[src/rtl/pfd_pkg.sv]
// Package for the pixel sensor frame decoder.
// Holds the item, result, queue entry and geometry types, the register and
// mode codes and the matrix order function. No dependencies.
package pfd_pkg;

	localparam int MAX_ROWS = 256;
	localparam int MAX_COLS = 256;
	localparam int MAX_MATS = 4;

	localparam int GEO_W   = 9;                    // rows / cols register width
	localparam int MAT_W   = 3;                    // mats register width
	localparam int ROW_W   = $clog2(MAX_ROWS);
	localparam int COL_W   = $clog2(MAX_COLS);
	localparam int MCNT_W  = 2;
	localparam int WC_W    = 20;
	localparam int PROD_W  = 2 * GEO_W;
	localparam int PIVOT_W = 18;
	localparam int QDEPTH  = 2;
	localparam int QPTR_W  = $clog2(QDEPTH);
	localparam int QCNT_W  = $clog2(QDEPTH + 1);

	localparam logic [WC_W-1:0] WC_MAX = '1;

	// Configuration register indexes
	localparam logic [2:0] REG_DETECTOR = 3'd0;
	localparam logic [2:0] REG_MODE     = 3'd1;
	localparam logic [2:0] REG_ROWS     = 3'd2;
	localparam logic [2:0] REG_COLS     = 3'd3;
	localparam logic [2:0] REG_MATS     = 3'd4;

	// Readout modes
	localparam logic [1:0] MODE_THREE_FRAME = 2'd0;
	localparam logic [1:0] MODE_TWO_FRAME   = 2'd1;
	localparam logic [1:0] MODE_ZS          = 2'd2;

	// Detector types
	localparam logic [1:0] DET_FIRST     = 2'd0;
	localparam logic [1:0] DET_NEW_ORDER = 2'd1;
	localparam logic [1:0] DET_THIRD     = 2'd2;
	localparam logic [1:0] DET_LARGE     = 2'd3;

	// Item kinds
	localparam logic ITEM_START = 1'b0;
	localparam logic ITEM_DATA  = 1'b1;

	typedef struct packed {
		logic               mode;
		logic [PIVOT_W-1:0] pivot;
		logic [31:0]        data_word;
		logic               last_word;
	} item_t;

	typedef struct packed {
		logic [9:0]  pix_x;
		logic [8:0]  pix_y;
		logic [1:0]  frame_num;
		logic [11:0] adc_value;
		logic        after_pivot;
		logic        size_error;
		logic        board_end;
	} result_t;

	// Clamped geometry and derived settings, shared by front and back
	typedef struct packed {
		logic [1:0]        det;
		logic              raw;
		logic [1:0]        nf;
		logic [GEO_W-1:0]  nr;
		logic [GEO_W-1:0]  nc;
		logic [MAT_W-1:0]  nm;
		logic [PROD_W-1:0] prod;   // nr * nc, registered
	} geom_t;

	// One queue entry: a classified data word
	typedef struct packed {
		logic            raw;
		logic [31:0]     word;
		logic            last;
		logic [9:0]      x;
		logic [8:0]      y;
		logic [1:0]      fr;
		logic            piv;
		logic [WC_W-1:0] wc;
		logic            ovr;
	} cmd_t;

	function automatic logic [1:0] order_of(logic [1:0] det, logic [1:0] m);
		logic [1:0] o;
		if (det == DET_NEW_ORDER) begin
			o = m;
		end else begin
			case (m)
				2'd0:    o = 2'd3;
				2'd1:    o = 2'd1;
				2'd2:    o = 2'd2;
				default: o = 2'd0;
			endcase
		end
		return o;
	endfunction

endpackage

[src/rtl/pfd_front.sv]
// Front end of the frame decoder: accepts items, keeps the readout counters
// and pushes classified data words into the queue. Uses pfd_pkg.
module pfd_front
	import pfd_pkg::*;
(
	input  logic  clk,
	input  logic  arst_n,
	input  geom_t geom,
	input  logic  item_valid,
	input  item_t item,
	output logic  item_stall,
	input  logic  q_full,
	output logic  q_push,
	output cmd_t  q_cmd
);

	logic [ROW_W-1:0]   row_q;
	logic [COL_W-1:0]   col_q;
	logic [1:0]         frame_q;
	logic [MCNT_W-1:0]  mat_q;
	logic [PIVOT_W-1:0] pivot_q;
	logic [WC_W-1:0]    wc_q;
	logic               ovr_q;

	logic               accept;
	logic [1:0]         order;
	logic [WC_W-1:0]    wc_n;
	logic [MAT_W-1:0]   mat_i;
	logic [1:0]         fr_i;
	logic [GEO_W:0]     col_i;
	logic [GEO_W:0]     row_i;
	logic [ROW_W-1:0]   row_n;
	logic [COL_W-1:0]   col_n;
	logic [1:0]         frame_n;
	logic [MCNT_W-1:0]  mat_n;
	logic               ovr_n;
	logic [PIVOT_W-1:0] pix_index;

	assign item_stall = q_full;
	assign accept     = item_valid && !item_stall;
	assign q_push     = accept && (item.mode == ITEM_DATA);

	assign order     = order_of(geom.det, mat_q);
	assign pix_index = PIVOT_W'({row_q, 7'b0}) | PIVOT_W'(col_q);
	assign wc_n      = (wc_q == WC_MAX) ? wc_q : wc_q + WC_W'(1);

	// Next counter position: matrix innermost, then frame, column, row
	always_comb begin
		row_n   = row_q;
		col_n   = col_q;
		frame_n = frame_q;
		mat_n   = mat_q;
		ovr_n   = ovr_q;
		mat_i   = MAT_W'(mat_q) + MAT_W'(1);
		fr_i    = frame_q + 2'd1;
		col_i   = (GEO_W + 1)'(col_q) + (GEO_W + 1)'(1);
		row_i   = (GEO_W + 1)'(row_q);
		if (col_i >= (GEO_W + 1)'(geom.nc)) begin
			col_i = '0;
			row_i = (GEO_W + 1)'(row_q) + (GEO_W + 1)'(1);
		end
		if (mat_i >= geom.nm) begin
			mat_n = '0;
			if (fr_i >= geom.nf) begin
				frame_n = '0;
				// the last pixel of a matrix is never sent: wrap one early
				if (row_i >= (GEO_W + 1)'(geom.nr) ||
				    (row_i == (GEO_W + 1)'(geom.nr) - (GEO_W + 1)'(1) &&
				     col_i == (GEO_W + 1)'(geom.nc) - (GEO_W + 1)'(1))) begin
					row_n = '0;
					col_n = '0;
					ovr_n = 1'b1;
				end else begin
					row_n = ROW_W'(row_i);
					col_n = COL_W'(col_i);
				end
			end else begin
				frame_n = fr_i;
			end
		end else begin
			mat_n = MCNT_W'(mat_i);
		end
	end

	always_comb begin
		q_cmd.raw  = geom.raw;
		q_cmd.word = item.data_word;
		q_cmd.last = item.last_word;
		q_cmd.x    = 10'(11'(col_q) + 11'(order) * 11'(geom.nc));
		q_cmd.y    = 9'(row_q);
		q_cmd.fr   = frame_q;
		q_cmd.piv  = (pix_index >= pivot_q);
		q_cmd.wc   = geom.raw ? wc_n : wc_q;
		q_cmd.ovr  = ovr_n;
	end

	always_ff @(posedge clk or negedge arst_n) begin
		if (!arst_n) begin
			row_q   <= '0;
			col_q   <= '0;
			frame_q <= '0;
			mat_q   <= '0;
			pivot_q <= '0;
			wc_q    <= '0;
			ovr_q   <= 1'b0;
		end else if (accept) begin
			if (item.mode == ITEM_START) begin
				pivot_q <= item.pivot;
				row_q   <= '0;
				col_q   <= '0;
				frame_q <= '0;
				mat_q   <= '0;
				wc_q    <= '0;
				ovr_q   <= 1'b0;
			end else if (geom.raw) begin
				row_q   <= row_n;
				col_q   <= col_n;
				frame_q <= frame_n;
				mat_q   <= mat_n;
				wc_q    <= wc_n;
				ovr_q   <= ovr_n;
			end
		end
	end

endmodule

[src/rtl/pfd_queue.sv]
// Two-entry queue between the front and back of the frame decoder.
// Uses the cmd_t entry type from pfd_pkg.
module pfd_queue
	import pfd_pkg::*;
(
	input  logic clk,
	input  logic arst_n,
	input  logic push,
	input  cmd_t push_cmd,
	output logic full,
	input  logic pop,
	output logic not_empty,
	output cmd_t head
);

	cmd_t              entry_q [QDEPTH];
	logic [QPTR_W-1:0] wr_ptr_q;
	logic [QPTR_W-1:0] rd_ptr_q;
	logic [QCNT_W-1:0] count_q;

	assign full      = (count_q == QCNT_W'(QDEPTH));
	assign not_empty = (count_q != '0);
	assign head      = entry_q[rd_ptr_q];

	always_ff @(posedge clk) begin
		if (push) begin
			entry_q[wr_ptr_q] <= push_cmd;
		end
	end

	always_ff @(posedge clk or negedge arst_n) begin
		if (!arst_n) begin
			wr_ptr_q <= '0;
			rd_ptr_q <= '0;
			count_q  <= '0;
		end else begin
			if (push) begin
				wr_ptr_q <= wr_ptr_q + QPTR_W'(1);
			end
			if (pop) begin
				rd_ptr_q <= rd_ptr_q + QPTR_W'(1);
			end
			if (push && !pop) begin
				count_q <= count_q + QCNT_W'(1);
			end else if (pop && !push) begin
				count_q <= count_q - QCNT_W'(1);
			end
		end
	end

	a_no_overflow: assert property (@(posedge clk) disable iff (!arst_n)
		push |-> (!full || pop))
		else $error("queue push while full");

	a_no_underflow: assert property (@(posedge clk) disable iff (!arst_n)
		pop |-> not_empty)
		else $error("queue pop while empty");

	a_count_up: assert property (@(posedge clk) disable iff (!arst_n)
		(push && !pop) |=> (count_q == $past(count_q) + QCNT_W'(1)))
		else $error("queue count did not advance on push");

endmodule

[src/rtl/pfd_back.sv]
// Back end of the frame decoder: pops classified words, unpacks zero-suppressed
// hits, checks the board size and holds the result register. Uses pfd_pkg.
module pfd_back
	import pfd_pkg::*;
(
	input  logic    clk,
	input  logic    arst_n,
	input  geom_t   geom,
	input  logic    q_not_empty,
	input  cmd_t    q_head,
	output logic    q_pop,
	output logic    result_valid,
	input  logic    result_stall,
	output result_t result
);

	result_t          res_q;
	logic             res_valid_q;
	result_t          res_n;

	logic [7:0]       b0;
	logic [7:0]       b1;
	logic [7:0]       b2;
	logic [1:0]       o;
	logic [8:0]       c_large;
	logic [8:0]       r_large;
	logic [6:0]       c_small;
	logic [9:0]       mir_x;
	logic [9:0]       mir_y;
	logic [3:0]       nmf;
	logic [WC_W-1:0]  expect_wc;

	function automatic logic [9:0] mirror(logic [GEO_W-1:0] n, logic [8:0] v);
		logic [9:0] top;
		logic [9:0] vv;
		top = {n, 1'b0};
		vv  = {1'b0, v};
		return (vv + 10'd1 >= top) ? 10'd0 : top - 10'd1 - vv;
	endfunction

	assign q_pop = q_not_empty && (!res_valid_q || !result_stall);

	assign b0      = q_head.word[31:24];
	assign b1      = q_head.word[23:16];
	assign b2      = q_head.word[15:8];
	assign o       = order_of(geom.det, 2'd3 - b0[7:6]);
	assign c_large = {b1[4:0], b2[7:4]};
	assign r_large = {b0[5:0], b1[7:5]};
	assign c_small = {b1[2:0], b2[7:4]};
	assign mir_x   = mirror(geom.nc, c_large);
	assign mir_y   = mirror(geom.nr, r_large);

	// expected raw word count: (rows*cols - 1) * mats * frames
	assign nmf       = 4'(geom.nm) * 4'(geom.nf);
	assign expect_wc = WC_W'(16'(geom.prod - PROD_W'(1)) * 20'(nmf));

	always_comb begin
		res_n.adc_value = q_head.word[11:0];
		res_n.board_end = q_head.last;
		if (q_head.raw) begin
			res_n.pix_x       = q_head.x;
			res_n.pix_y       = q_head.y;
			res_n.frame_num   = q_head.fr;
			res_n.after_pivot = q_head.piv;
			res_n.size_error  = q_head.last && ((q_head.wc != expect_wc) || q_head.ovr);
		end else begin
			res_n.frame_num   = 2'd0;
			res_n.after_pivot = 1'b0;
			res_n.size_error  = 1'b0;
			if (geom.det == DET_LARGE) begin
				res_n.pix_x = (o >= 2'd2) ? mir_x : {1'b0, c_large};
				res_n.pix_y = (o == 2'd1 || o == 2'd2) ? 9'(mir_y) : r_large;
			end else begin
				res_n.pix_x = 10'(11'(c_small) + 11'(o) * 11'(geom.nc));
				res_n.pix_y = {1'b0, b0[2:0], b1[7:3]};
			end
		end
	end

	always_ff @(posedge clk) begin
		if (q_pop) begin
			res_q <= res_n;
		end
	end

	always_ff @(posedge clk or negedge arst_n) begin
		if (!arst_n) begin
			res_valid_q <= 1'b0;
		end else if (q_pop) begin
			res_valid_q <= 1'b1;
		end else if (!result_stall) begin
			res_valid_q <= 1'b0;
		end
	end

	assign result_valid = res_valid_q;
	assign result       = res_q;

endmodule

[src/rtl/pixel_sensor_frame_decoder.sv]
// Top level of the pixel sensor frame decoder: configuration registers,
// clamped geometry, and the front / queue / back instances. Uses pfd_pkg.
//
// The decoder takes one item per clock cycle while the queue is not full. A
// start item loads the pivot and clears the counters and gives no result;
// every data word gives exactly one result, which passes through the
// two-entry queue and then the output register. The front end's counter
// update sets that rate. The input stalls only while the queue is full,
// which happens only when the result side stalls. The rows x cols product
// behind the board size check is registered from the configuration, so an
// item may follow a configuration write in the next cycle.
module pixel_sensor_frame_decoder
	import pfd_pkg::*;
(
	input  logic       clk,
	input  logic       arst_n,
	input  logic       item_valid,
	output logic       item_stall,
	input  item_t      item,
	output logic       result_valid,
	input  logic       result_stall,
	output result_t    result,
	input  logic       cfg_valid,
	output logic       cfg_ready,
	input  logic [2:0] cfg_index,
	input  logic [8:0] cfg_data
);

	logic [1:0]        det_q;
	logic [1:0]        mode_q;
	logic [GEO_W-1:0]  rows_q;
	logic [GEO_W-1:0]  cols_q;
	logic [MAT_W-1:0]  mats_q;
	logic [PROD_W-1:0] prod_q;

	logic [GEO_W-1:0]  nr;
	logic [GEO_W-1:0]  nc;
	logic [MAT_W-1:0]  nm;
	geom_t             geom;

	logic              q_full;
	logic              q_push;
	cmd_t              q_cmd;
	logic              q_pop;
	logic              q_not_empty;
	cmd_t              q_head;

	assign cfg_ready = 1'b1;

	always_ff @(posedge clk or negedge arst_n) begin
		if (!arst_n) begin
			det_q  <= DET_FIRST;
			mode_q <= MODE_THREE_FRAME;
			rows_q <= GEO_W'(256);
			cols_q <= GEO_W'(66);
			mats_q <= MAT_W'(4);
		end else if (cfg_valid && cfg_ready) begin
			case (cfg_index)
				REG_DETECTOR: det_q  <= cfg_data[1:0];
				REG_MODE:     mode_q <= cfg_data[1:0];
				REG_ROWS:     rows_q <= cfg_data[GEO_W-1:0];
				REG_COLS:     cols_q <= cfg_data[GEO_W-1:0];
				REG_MATS:     mats_q <= cfg_data[MAT_W-1:0];
				default: ;
			endcase
		end
	end

	// clamp geometry into the supported range
	assign nr = (rows_q == '0) ? GEO_W'(1) :
	            (rows_q > GEO_W'(MAX_ROWS)) ? GEO_W'(MAX_ROWS) : rows_q;
	assign nc = (cols_q == '0) ? GEO_W'(1) :
	            (cols_q > GEO_W'(MAX_COLS)) ? GEO_W'(MAX_COLS) : cols_q;
	assign nm = (mats_q == '0) ? MAT_W'(1) :
	            (mats_q > MAT_W'(MAX_MATS)) ? MAT_W'(MAX_MATS) : mats_q;

	always_ff @(posedge clk or negedge arst_n) begin
		if (!arst_n) begin
			prod_q <= PROD_W'(256 * 66);
		end else begin
			prod_q <= PROD_W'(nr) * PROD_W'(nc);
		end
	end

	always_comb begin
		geom.det  = det_q;
		geom.raw  = (mode_q == MODE_THREE_FRAME) || (mode_q == MODE_TWO_FRAME);
		geom.nf   = (mode_q == MODE_THREE_FRAME) ? 2'd3 : 2'd2;
		geom.nr   = nr;
		geom.nc   = nc;
		geom.nm   = nm;
		geom.prod = prod_q;
	end

	pfd_front u_front (
		.clk        (clk),
		.arst_n     (arst_n),
		.geom       (geom),
		.item_valid (item_valid),
		.item       (item),
		.item_stall (item_stall),
		.q_full     (q_full),
		.q_push     (q_push),
		.q_cmd      (q_cmd)
	);

	pfd_queue u_queue (
		.clk       (clk),
		.arst_n    (arst_n),
		.push      (q_push),
		.push_cmd  (q_cmd),
		.full      (q_full),
		.pop       (q_pop),
		.not_empty (q_not_empty),
		.head      (q_head)
	);

	pfd_back u_back (
		.clk          (clk),
		.arst_n       (arst_n),
		.geom         (geom),
		.q_not_empty  (q_not_empty),
		.q_head       (q_head),
		.q_pop        (q_pop),
		.result_valid (result_valid),
		.result_stall (result_stall),
		.result       (result)
	);

endmodule
[config.mk]
export PLATFORM = sky130hd
export DESIGN_NAME = pixel_sensor_frame_decoder
export DESIGN_NICKNAME = d
export VERILOG_FILES = /design/src/rtl/pfd_pkg.sv /design/src/rtl/pfd_front.sv /design/src/rtl/pfd_queue.sv /design/src/rtl/pfd_back.sv /design/src/rtl/pixel_sensor_frame_decoder.sv
export SDC_FILE = /design/constraint.sdc
export NUM_CORES = 1
export LEC_CHECK = 0
export BUFFER_PORTS_ARGS = -buffer_cell sky130_fd_sc_hd__buf_2
export CAP_MARGIN = 20
export CORE_MARGIN = 8
export CORE_UTILIZATION = 50
export DETAILED_ROUTE_END_ITERATION = 8
export GPL_TIMING_DRIVEN = 0
export PLACE_DENSITY = 0.67
export SLEW_MARGIN = 10
export SYNTH_ARGS = -nofsm -noshare
export SYNTH_HDL_FRONTEND = slang
export SYNTH_SLANG_ARGS = --single-unit
[constraint.sdc]
create_clock -name clk -period 7 [get_ports clk]
set_input_delay 0.35 -clock clk [delete_from_list [all_inputs] [get_ports clk]]
set_output_delay 0.35 -clock clk [all_outputs]
set_load 0.02 [all_outputs]
==> flow_summary.rst, run 1 <==
.. list-table::
   :header-rows: 1

   * - Metric
     - Value
   * - Run status
     - finished clean
   * - TritonCTS Buffers
     - 34
   * - Die area
     - 47,800 um^2
   * - Clk pin slew, worst setup/hold paths
     - 60 ps
   * - Final hold violation count
     - 0
   * - ANT nets after route
     - 0
   * - Worst Tran Pin Value
     - 1010 ps
   * - Wire length after detailed routing
     - 55,600 um
   * - Category of the critical setup timing path
     - flop to flop
   * - I/O pin total
     - 108
   * - M1 wire length
     - between 20,000 and 25,000 um
   * - Buffers on Ports
     - 105
   * - Worst reg-to-reg path cell count
     - 21
   * - TritonCTS clock tree
     - done
   * - Share of flip-flops with an asynchronous set or reset
     - 35.8%
   * - Internal power summed over all cells
     - 5.77 mW
   * - Number of max-cap violations
     - 0
   * - Overflow left after global routing
     - 0
   * - Cell count of the worst hold path
     - 1
   * - Post-synthesis instance area
     - 20,500 um^2
   * - Placeable core area
     - 40,600 um^2
   * - Initial Util
     - 50.5%
   * - Startpoint of the lowest-slack register-to-register path
     - mats_q[2]
   * - Critical Path AT
     - 7000 ps
   * - Post-route setup TNS
     - 0 ps
   * - Number of instances in the synthesized netlist
     - between 1,500 and 2,000
   * - Site Rows
     - 74
   * - Proportion of power drawn by combinational gates
     - 57.3%
   * - Highest clock rate
     - 149 MHz
   * - Count of flip-flops with a built-in enable after synthesis
     - 188
   * - Worst Path Buf+Inv
     - 4
   * - Sw power
     - approximately 4.5 mW
   * - Slew HR
     - around a third
   * - Count of final max-slew check failures
     - 0
   * - Yosys top cell by area
     - sky130_fd_sc_hd__edfxtp_1
   * - Startpoint of the worst hold path
     - item[26]
   * - Final worst path period need
     - 6720 ps
   * - Routed length per instance
     - 20.4 um
   * - Seq cells post-synth
     - 293
   * - Leakage power summed over all cells
     - 10.3 nW
   * - Count of routing violations after the opening detailed-route iteration
     - 1,388
   * - Syn nets
     - 2,294
   * - Synth area leaders
     - sky130_fd_sc_hd__edfxtp_1, sky130_fd_sc_hd__dfrtp_1, sky130_fd_sc_hd__ha_1
   * - First-pass GRT wire length
     - 87,600 um
   * - Post-place instance area
     - roughly 22,000 um^2
   * - Min-delay worst type
     - input pin to flop
   * - Switching part of the total power
     - 43.8%
   * - DRC violations left
     - 0
   * - Longest Clk Path Bufs
     - 3
   * - Kind of cell with the highest combined delay on the critical path
     - adder cells
   * - Skew-Pair Late Insertion Delay
     - 540 ps
   * - Cell area after layout
     - 23,500 um^2
   * - Level count of the clock H-tree
     - 2
   * - Sum of met3 wire segment lengths after detailed routing
     - 3180 um
   * - Number of vias per cell after detailed routing
     - approximately 5.7
   * - Final-report setup violation count
     - 0
   * - Power per unit of standard cell area
     - 437 nW/um^2
   * - Area growth from synthesis to layout
     - 14.4%
   * - Clock skew
     - 16.0 ps
   * - Fraction of the yosys area taken by sequential cells
     - 40.3%
   * - Syn avg cell area
     - between 10 and 15 um^2
   * - Top flip-flop cell by instance count after synthesis
     - sky130_fd_sc_hd__edfxtp_1
   * - X dimension of the die
     - ~220 um
   * - Final weighted congestion of routability-driven global placement
     - 0.923
   * - Crit-path max FO
     - 10
   * - Fraction of final layout cells sized beyond drive strength 1
     - 11.7%
   * - Top layer in use
     - met4
   * - Fraction of power consumed by sequential logic
     - 24.9%
   * - Number of detailed-routing iterations run before antenna repair
     - 6
   * - Warnings, synthesis
     - 0
   * - # clock sinks
     - 293
   * - Power, Total
     - roughly 10 mW
   * - Critical path, cell by cell
     - inv_1 > nand2_1 > nor3_1 > ha_1 > inv_1 > fa_1 > clkbuf_2 > or2_2 > fa_1 > inv_1 > fa_1 > ha_1 > a21o_1 > a21oi_1 > xnor2_1 > o311ai_0 > or4_1 > a2111oi_1 > o2111ai_1 > a2111oi_0 > a21oi_1
   * - Post-DP HPWL
     - 42,100 um
   * - Multi-input gate area in the final layout
     - ~11,000 um^2
   * - Worst Hold Endpoint
     - u_queue.entry_q[0][68]
   * - Wire length on met2
     - 26,100 um
   * - Number of antenna violations at the first check in global routing
     - 0
   * - Kind of launch point of the worst setup path
     - flop
   * - Number of different library cells in the post-synthesis netlist
     - 76
   * - Endpoint required time on the critical path
     - ~7300 ps
   * - CP max stage cell
     - sky130_fd_sc_hd__dfstp_2
   * - Worst ir drop on vdd
     - approximately 0.29 mV
   * - Clock root buffer
     - sky130_fd_sc_hd__clkbuf_16
   * - Share of the synthesized area in the top cell type
     - a little over a quarter
   * - Flip-flop and latch area
     - slightly above 8000 um^2
   * - Final worst path period share
     - 96.1%
   * - Relative contribution of the clock network to total power
     - about 18%
   * - Delay contributed by the slowest stage of the critical path
     - 630 ps
   * - Total inserted antenna cells
     - 0
   * - Total number of nets in the final design
     - 2,483
   * - Critical path capture point type
     - flop
   * - Gr usage total
     - 23.5%
   * - Die span in y
     - 219 um
   * - Vias in the first global route
     - 15,800
   * - Routed vias
     - ~16,000
   * - Register-to-register path setup slack
     - 280 ps
   * - Fill cells
     - around 3,500
   * - Largest net degree at the start of global routing
     - 75
   * - Reg-to-reg endpoint
     - u_back.result[1]
metrics by stage:
stage | utilization, % | hold WS (ps) | cells | setup slack [ps]
final | 57.8 | 21.4 | 2717 | 275
after global routing | 57.8 | 9.81 | 2717 | -2.54
after CTS | 57.7 | 0.350 | 2716 | 135
after detailed placement | 53.8 | 263 | 2614 | 125
after global placement | 53.4 | 469 | 2609 | -142
after floorplan | - | 54.4 | 1972 | 1390
worst max-delay path by stage:
stage | end | cells after the start | start
2_1_floorplan | u_back.result[1] | 21 | mats_q[2]
3_3_place_gp | u_queue.entry_q[0][72] | 3 | item[51]
3_5_place_dp | u_back.result[1] | 21 | mats_q[2]
4_1_cts | u_back.result[1] | 20 | mode_q[1]
5_1_grt | u_back.result[1] | 22 | mats_q[2]
6_report | u_back.result[1] | 21 | mats_q[2]
per-layer routing:
metal | vias to the layer above | GRT usage (%)
li1 | 7290 | -
met1 | 7698 | 32.2
met2 | 452 | 38.4
met3 | 87 | 2.68
met4 | 0 | 7.79
met5 | - | 0
power by group through the flow:
stage / Combinational [mW] / Clock (mW) / Sequential (mW)
floorplan: 4.11 / 0 / 2.67
global placement: 5.64 / 0 / 2.59
detailed placement: 5.80 / 0 / 2.58
CTS: 5.86 / 1.87 / 2.55
global route: 6.55 / 1.93 / 2.60
finish: 5.87 / 1.83 / 2.55
worst reg2reg max path, cell delays in order, from the launching register on:
cell and delay, ps:
sky130_fd_sc_hd__dfstp_2 630, sky130_fd_sc_hd__inv_1 120, sky130_fd_sc_hd__nand2_1 150, sky130_fd_sc_hd__nor3_1 70
sky130_fd_sc_hd__ha_1 200, sky130_fd_sc_hd__inv_1 70, sky130_fd_sc_hd__fa_1 580, sky130_fd_sc_hd__clkbuf_2 310
sky130_fd_sc_hd__or2_2 330, sky130_fd_sc_hd__fa_1 510, sky130_fd_sc_hd__inv_1 60, sky130_fd_sc_hd__fa_1 510
sky130_fd_sc_hd__ha_1 320, sky130_fd_sc_hd__a21o_1 180, sky130_fd_sc_hd__a21oi_1 170, sky130_fd_sc_hd__xnor2_1 220
sky130_fd_sc_hd__o311ai_0 200, sky130_fd_sc_hd__or4_1 570, sky130_fd_sc_hd__a2111oi_1 540, sky130_fd_sc_hd__o2111ai_1 200
sky130_fd_sc_hd__a2111oi_0 390, sky130_fd_sc_hd__a21oi_1 140
placed cells by master (no fill, tap or decap), types with 7 or more instances in the layout:
cell type / Yosys / final
sky130_fd_sc_hd__a211oi_1: 15 / 15
sky130_fd_sc_hd__a21boi_0: 8 / 8
sky130_fd_sc_hd__a21o_1: 34 / 34
sky130_fd_sc_hd__a21oi_1: 75 / 75
sky130_fd_sc_hd__a221oi_1: 9 / 9
sky130_fd_sc_hd__a22o_1: 25 / 25
sky130_fd_sc_hd__a31oi_1: 7 / 7
sky130_fd_sc_hd__and2_1: 14 / 13
sky130_fd_sc_hd__and3_1: 10 / 10
sky130_fd_sc_hd__buf_2: 7 / 111
sky130_fd_sc_hd__clkbuf_1: 52 / 54
sky130_fd_sc_hd__clkbuf_16: 0 / 38
sky130_fd_sc_hd__clkinv_1: 7 / 7
sky130_fd_sc_hd__dfrtp_1: 99 / 99
sky130_fd_sc_hd__dlygate4sd3_1: 0 / 42
sky130_fd_sc_hd__edfxtp_1: 188 / 188
sky130_fd_sc_hd__fa_1: 95 / 95
sky130_fd_sc_hd__ha_1: 158 / 158
sky130_fd_sc_hd__inv_1: 182 / 181
sky130_fd_sc_hd__mux2_2: 48 / 48
sky130_fd_sc_hd__mux2i_1: 59 / 59
sky130_fd_sc_hd__nand2_1: 196 / 196
sky130_fd_sc_hd__nand2b_1: 33 / 33
sky130_fd_sc_hd__nand3_1: 28 / 28
sky130_fd_sc_hd__nand4_1: 13 / 13
sky130_fd_sc_hd__nor2_1: 147 / 145
sky130_fd_sc_hd__nor2b_1: 33 / 33
sky130_fd_sc_hd__nor3_1: 36 / 36
sky130_fd_sc_hd__nor4_1: 10 / 10
sky130_fd_sc_hd__o21a_1: 12 / 12
sky130_fd_sc_hd__o21ai_0: 86 / 86
sky130_fd_sc_hd__o21bai_1: 8 / 8
sky130_fd_sc_hd__o22ai_1: 12 / 12
sky130_fd_sc_hd__o31ai_1: 9 / 9
sky130_fd_sc_hd__or2_2: 9 / 9
sky130_fd_sc_hd__or3_1: 8 / 8
sky130_fd_sc_hd__xnor2_1: 84 / 83
sky130_fd_sc_hd__xor2_1: 51 / 50
cell families (layout without fill, tap and decap cells):
group,Yosys count,count (layout),share of synthesized area (%)
AOI/OAI and AO/OA,363,363,11.8
xor gates and xnor gates,135,135,5.76
adders and majority gates,253,253,18.9
buffers and inverters,256,469,4.81
DFF,293,293,40.3
muxes,107,107,5.51
other,1,1,0.0183
and+or+nand+nor,564,564,12.9
cell usage after synthesis (9+ instances only):
library cell	n
sky130_fd_sc_hd__o22ai_1	12
sky130_fd_sc_hd__nand3_1	28
sky130_fd_sc_hd__o31ai_1	9
sky130_fd_sc_hd__o21a_1	12
sky130_fd_sc_hd__a22o_1	25
sky130_fd_sc_hd__clkbuf_1	52
sky130_fd_sc_hd__nor4_1	10
sky130_fd_sc_hd__or2_2	9
sky130_fd_sc_hd__xor2_1	51
sky130_fd_sc_hd__xnor2_1	84
sky130_fd_sc_hd__edfxtp_1	188
sky130_fd_sc_hd__nor2b_1	33
sky130_fd_sc_hd__o21ai_0	86
sky130_fd_sc_hd__a21oi_1	75
sky130_fd_sc_hd__a221oi_1	9
sky130_fd_sc_hd__mux2_2	48
sky130_fd_sc_hd__fa_1	95
sky130_fd_sc_hd__inv_1	182
sky130_fd_sc_hd__and3_1	10
sky130_fd_sc_hd__mux2i_1	59
sky130_fd_sc_hd__and2_1	14
sky130_fd_sc_hd__a211oi_1	15
sky130_fd_sc_hd__nor3_1	36
sky130_fd_sc_hd__nor2_1	147
sky130_fd_sc_hd__nand4_1	13
sky130_fd_sc_hd__ha_1	158
sky130_fd_sc_hd__nand2_1	196
sky130_fd_sc_hd__a21o_1	34
sky130_fd_sc_hd__nand2b_1	33
sky130_fd_sc_hd__dfrtp_1	99
layout make-up:
cell class / instances / share of cell area, %
multi-input cells: 1423 / 48.1
flip-flops and latches: 293 / 35.3
repair buffers: 154 / 4.61
clock buffers: 50 / 4.50
inverters: 189 / 3.04
well taps: 532 / 2.84
plain buffers: 66 / 1.19
clock inverters: 10 / 0.464
registers in the layout (all words and copies together), names as in the netlist, 3 cells and up:
| register | cells |
|---|---|
| u_front.row_q | 8 |
| u_back.result | 36 |
| u_front.wc_q | 20 |
| prod_q | 16 |
| u_front.pivot_q | 18 |
| mats_q | 3 |
| cols_q | 9 |
| u_front.col_q | 8 |
| rows_q | 9 |
| u_queue.entry_q | 152 |
timing repair:
item	in CTS	in global routing
buffers inserted	0	2
hold endpoints to repair	101	0
resized for setup	0	13
setup endpoints to repair	0	23
hold buffers	42	0
No activity file was read; power rests on OpenSTA's default activity.
==> run 2: changes to the inputs <==
Settings changed: CORE_UTILIZATION 50 to 55, PLACE_DENSITY 0.67 to 0.73.
==> flow_summary.rst, run 2 (synthesis gave the netlist of run 1 again) <==
.. list-table::
   :header-rows: 1

   * - Metric
     - Value
   * - Run status
     - finished clean
   * - Largest net degree at the start of global routing
     - 56
   * - Final hold violation count
     - 0
   * - Final weighted congestion of routability-driven global placement
     - 0.978
   * - Longest Clk Path Bufs
     - 3
   * - Overflow left after global routing
     - 0
   * - Wire length after detailed routing
     - 53,700 um
   * - Gr usage total
     - 24.3%
   * - Endpoint required time on the critical path
     - roughly 7300 ps
   * - Die area
     - 43,800 um^2
   * - TritonCTS clock tree
     - done
   * - Skew-Pair Late Insertion Delay
     - ~570 ps
   * - Initial Util
     - 55.9%
   * - Worst Tran Pin Value
     - 1160 ps
   * - Number of antenna violations at the first check in global routing
     - 0
   * - Reg-to-reg endpoint
     - u_back.result[1]
   * - TritonCTS Buffers
     - 31
   * - Critical path capture point type
     - flop
   * - Count of routing violations after the opening detailed-route iteration
     - approximately 1,100
   * - First-pass GRT wire length
     - 83,900 um
   * - Startpoint of the lowest-slack register-to-register path
     - mats_q[2]
   * - Fraction of final layout cells sized beyond drive strength 1
     - 11.2%
   * - Placeable core area
     - 36,700 um^2
   * - Power, Total
     - between 9 and 10 mW
   * - Die span in y
     - 209 um
   * - Most frequent standard cell in the layout excluding fill and tap cells
     - sky130_fd_sc_hd__nand2_1
   * - Routed vias
     - 15,400
   * - Post-DP HPWL
     - 41,200 um
   * - I/O pin total
     - around 110
   * - Min-delay worst type
     - input pin to flop
   * - Clock root buffer
     - sky130_fd_sc_hd__clkbuf_16
   * - ANT nets after route
     - 0
   * - Highest-count cells in the layout ignoring fill and taps
     - sky130_fd_sc_hd__nand2_1, sky130_fd_sc_hd__edfxtp_1, sky130_fd_sc_hd__inv_1
   * - Minimum setup slack after placement
     - 236 ps
   * - Number of detailed-routing iterations run before antenna repair
     - 5
   * - X dimension of the die
     - around 210 um
   * - Worst-case setup margin in the final layout
     - 390 ps
   * - Multi-input gate area in the final layout
     - 11,300 um^2
   * - Highest clock rate
     - 151 MHz
   * - Area growth from synthesis to layout
     - 13.5%
   * - Startpoint of the worst hold path
     - item[49]
   * - Largest register FFs
     - roughly 150
   * - Cell count of the worst hold path
     - 2
   * - Final-report setup violation count
     - 0
   * - Final worst path period share
     - a little over nine tenths
   * - DRC violations left
     - 0
   * - Leakage power summed over all cells
     - ~10 nW
   * - Biggest register
     - u_queue.entry_q
   * - Flip-flop and latch area
     - 8280 um^2
   * - Number of vias per cell after detailed routing
     - 5.80
   * - Unrepaired setup endpoints after global routing
     - false
   * - Slew HR
     - 21.6%
   * - Worst reg-to-reg path cell count
     - 21
   * - Register-to-register path setup slack
     - 390 ps
   * - Total number of nets in the final design
     - 2,487
   * - Final worst path period need
     - 6610 ps
   * - Site Rows
     - 70
   * - Critical Path AT
     - between 6000 and 7000 ps
   * - Worst ir drop on vdd
     - 0.304 mV
   * - Crit-path max FO
     - 10
   * - # clock sinks
     - slightly below 300
   * - Post-CTS Setup Bufs
     - 0
   * - Worst Hold Endpoint
     - u_front.pivot_q[16]
   * - Buffers on Ports
     - 105
   * - Number of max-cap violations
     - 0
   * - Vias in the first global route
     - 15,600
   * - Category of the critical setup timing path
     - flop to flop
   * - Count of final max-slew check failures
     - 0
   * - Power per unit of standard cell area
     - 427 nW/um^2
   * - Total inserted antenna cells
     - 0
   * - Level count of the clock H-tree
     - 1
   * - Clk pin slew, worst setup/hold paths
     - 60 ps
   * - Fill cells
     - 2,948
   * - Routed length per instance
     - 20.2 um
   * - Clock skew
     - 22.5 ps
   * - Kind of launch point of the worst setup path
     - flop
[run 2: cell count changes in the layout (fill, tap and decap cells not counted), moves of 2 or more]
cell                            change
sky130_fd_sc_hd__buf_4              -2
sky130_fd_sc_hd__clkinvlp_4         +2
sky130_fd_sc_hd__clkbuf_2           -2
sky130_fd_sc_hd__clkbuf_16          -7
sky130_fd_sc_hd__clkbuf_1           +4
sky130_fd_sc_hd__dlygate4sd3_1      +7
sky130_fd_sc_hd__clkinv_4           +2
[run 2: what timing repair did]
item                       CTS  global route
hold buffers                49             0
setup endpoints to repair    0            19
hold endpoints to repair   132             0
gates resized for setup      0             9
[run 2: worst max-delay path by stage]
| stage | end | startpoint | depth (start not counted) |
|---|---|---|---|
| finish | u_back.result[1] | mats_q[2] | 21 |
| global route | u_back.result[1] | mats_q[2] | 22 |
| CTS | u_back.result[1] | mats_q[2] | 21 |
| detailed placement | u_back.result[1] | mats_q[2] | 21 |
| global placement | u_queue.entry_q[0][63] | item[51] | 3 |
| floorplan | u_back.result[1] | mats_q[2] | 21 |
[run 2: power breakdown]
group / leakage [nW] / internal, mW / switching (mW) / total [mW]
combinational: 6.68 / 2.29 / 3.54 / 5.82
sequential: 3.06 / 2.35 / 0.198 / 2.55
clock: 0.478 / 0.904 / 0.664 / 1.57
[run 2: worst max-delay path: stages, from the launching register on]
cell                        delay (ps)
sky130_fd_sc_hd__dfstp_2           620
sky130_fd_sc_hd__inv_1             130
sky130_fd_sc_hd__nand2_1           160
sky130_fd_sc_hd__nor3_1             70
sky130_fd_sc_hd__ha_1              190
sky130_fd_sc_hd__inv_1              60
sky130_fd_sc_hd__fa_1              540
sky130_fd_sc_hd__clkbuf_2          270
sky130_fd_sc_hd__nor2_1            200
sky130_fd_sc_hd__fa_1              480
sky130_fd_sc_hd__fa_1              510
sky130_fd_sc_hd__ha_1              410
sky130_fd_sc_hd__inv_1             100
sky130_fd_sc_hd__xnor2_1           380
sky130_fd_sc_hd__nor2_1             80
sky130_fd_sc_hd__a32oi_1           140
sky130_fd_sc_hd__o311ai_0          140
sky130_fd_sc_hd__or4_1             580
sky130_fd_sc_hd__a2111oi_1         540
sky130_fd_sc_hd__o2111ai_1         200
sky130_fd_sc_hd__a2111oi_0         390
sky130_fd_sc_hd__a21oi_1           130
[run 2: cell type report]
cell class | count | share of cell area [%]
Buffer | 67 | 1.21
Clock buffer | 43 | 3.74
Clock inverter | 13 | 0.462
Inverter | 189 | 3.06
Multi-Input combinational cell | 1423 | 48.5
Sequential cell | 293 | 35.5
Tap cell | 468 | 2.51
Timing Repair Buffer | 160 | 5.00
[run 2: stage by stage]
stage / area, um^2 / cells / setup TNS [ps] / utilization (%) / hold WS, ps
after floorplan: 20500 / 1972 / 0 / - / 54.4
after global placement: 21600 / 2545 / -8010 / 59.0 / 474
after detailed placement: 21800 / 2551 / 0 / 59.4 / 355
after CTS: 23300 / 2656 / 0 / 63.4 / 0.421
after global routing: 23300 / 2656 / 0 / 63.5 / 14.3
final: 23300 / 2656 / 0 / 63.5 / 19.7
[run 2: per-layer routing]
layer	share of wire [%]	track usage, %
met5	0	0
met1	43	32.0
met4	3.6	9.09
met3	7.0	5.24
met2	46	39.2
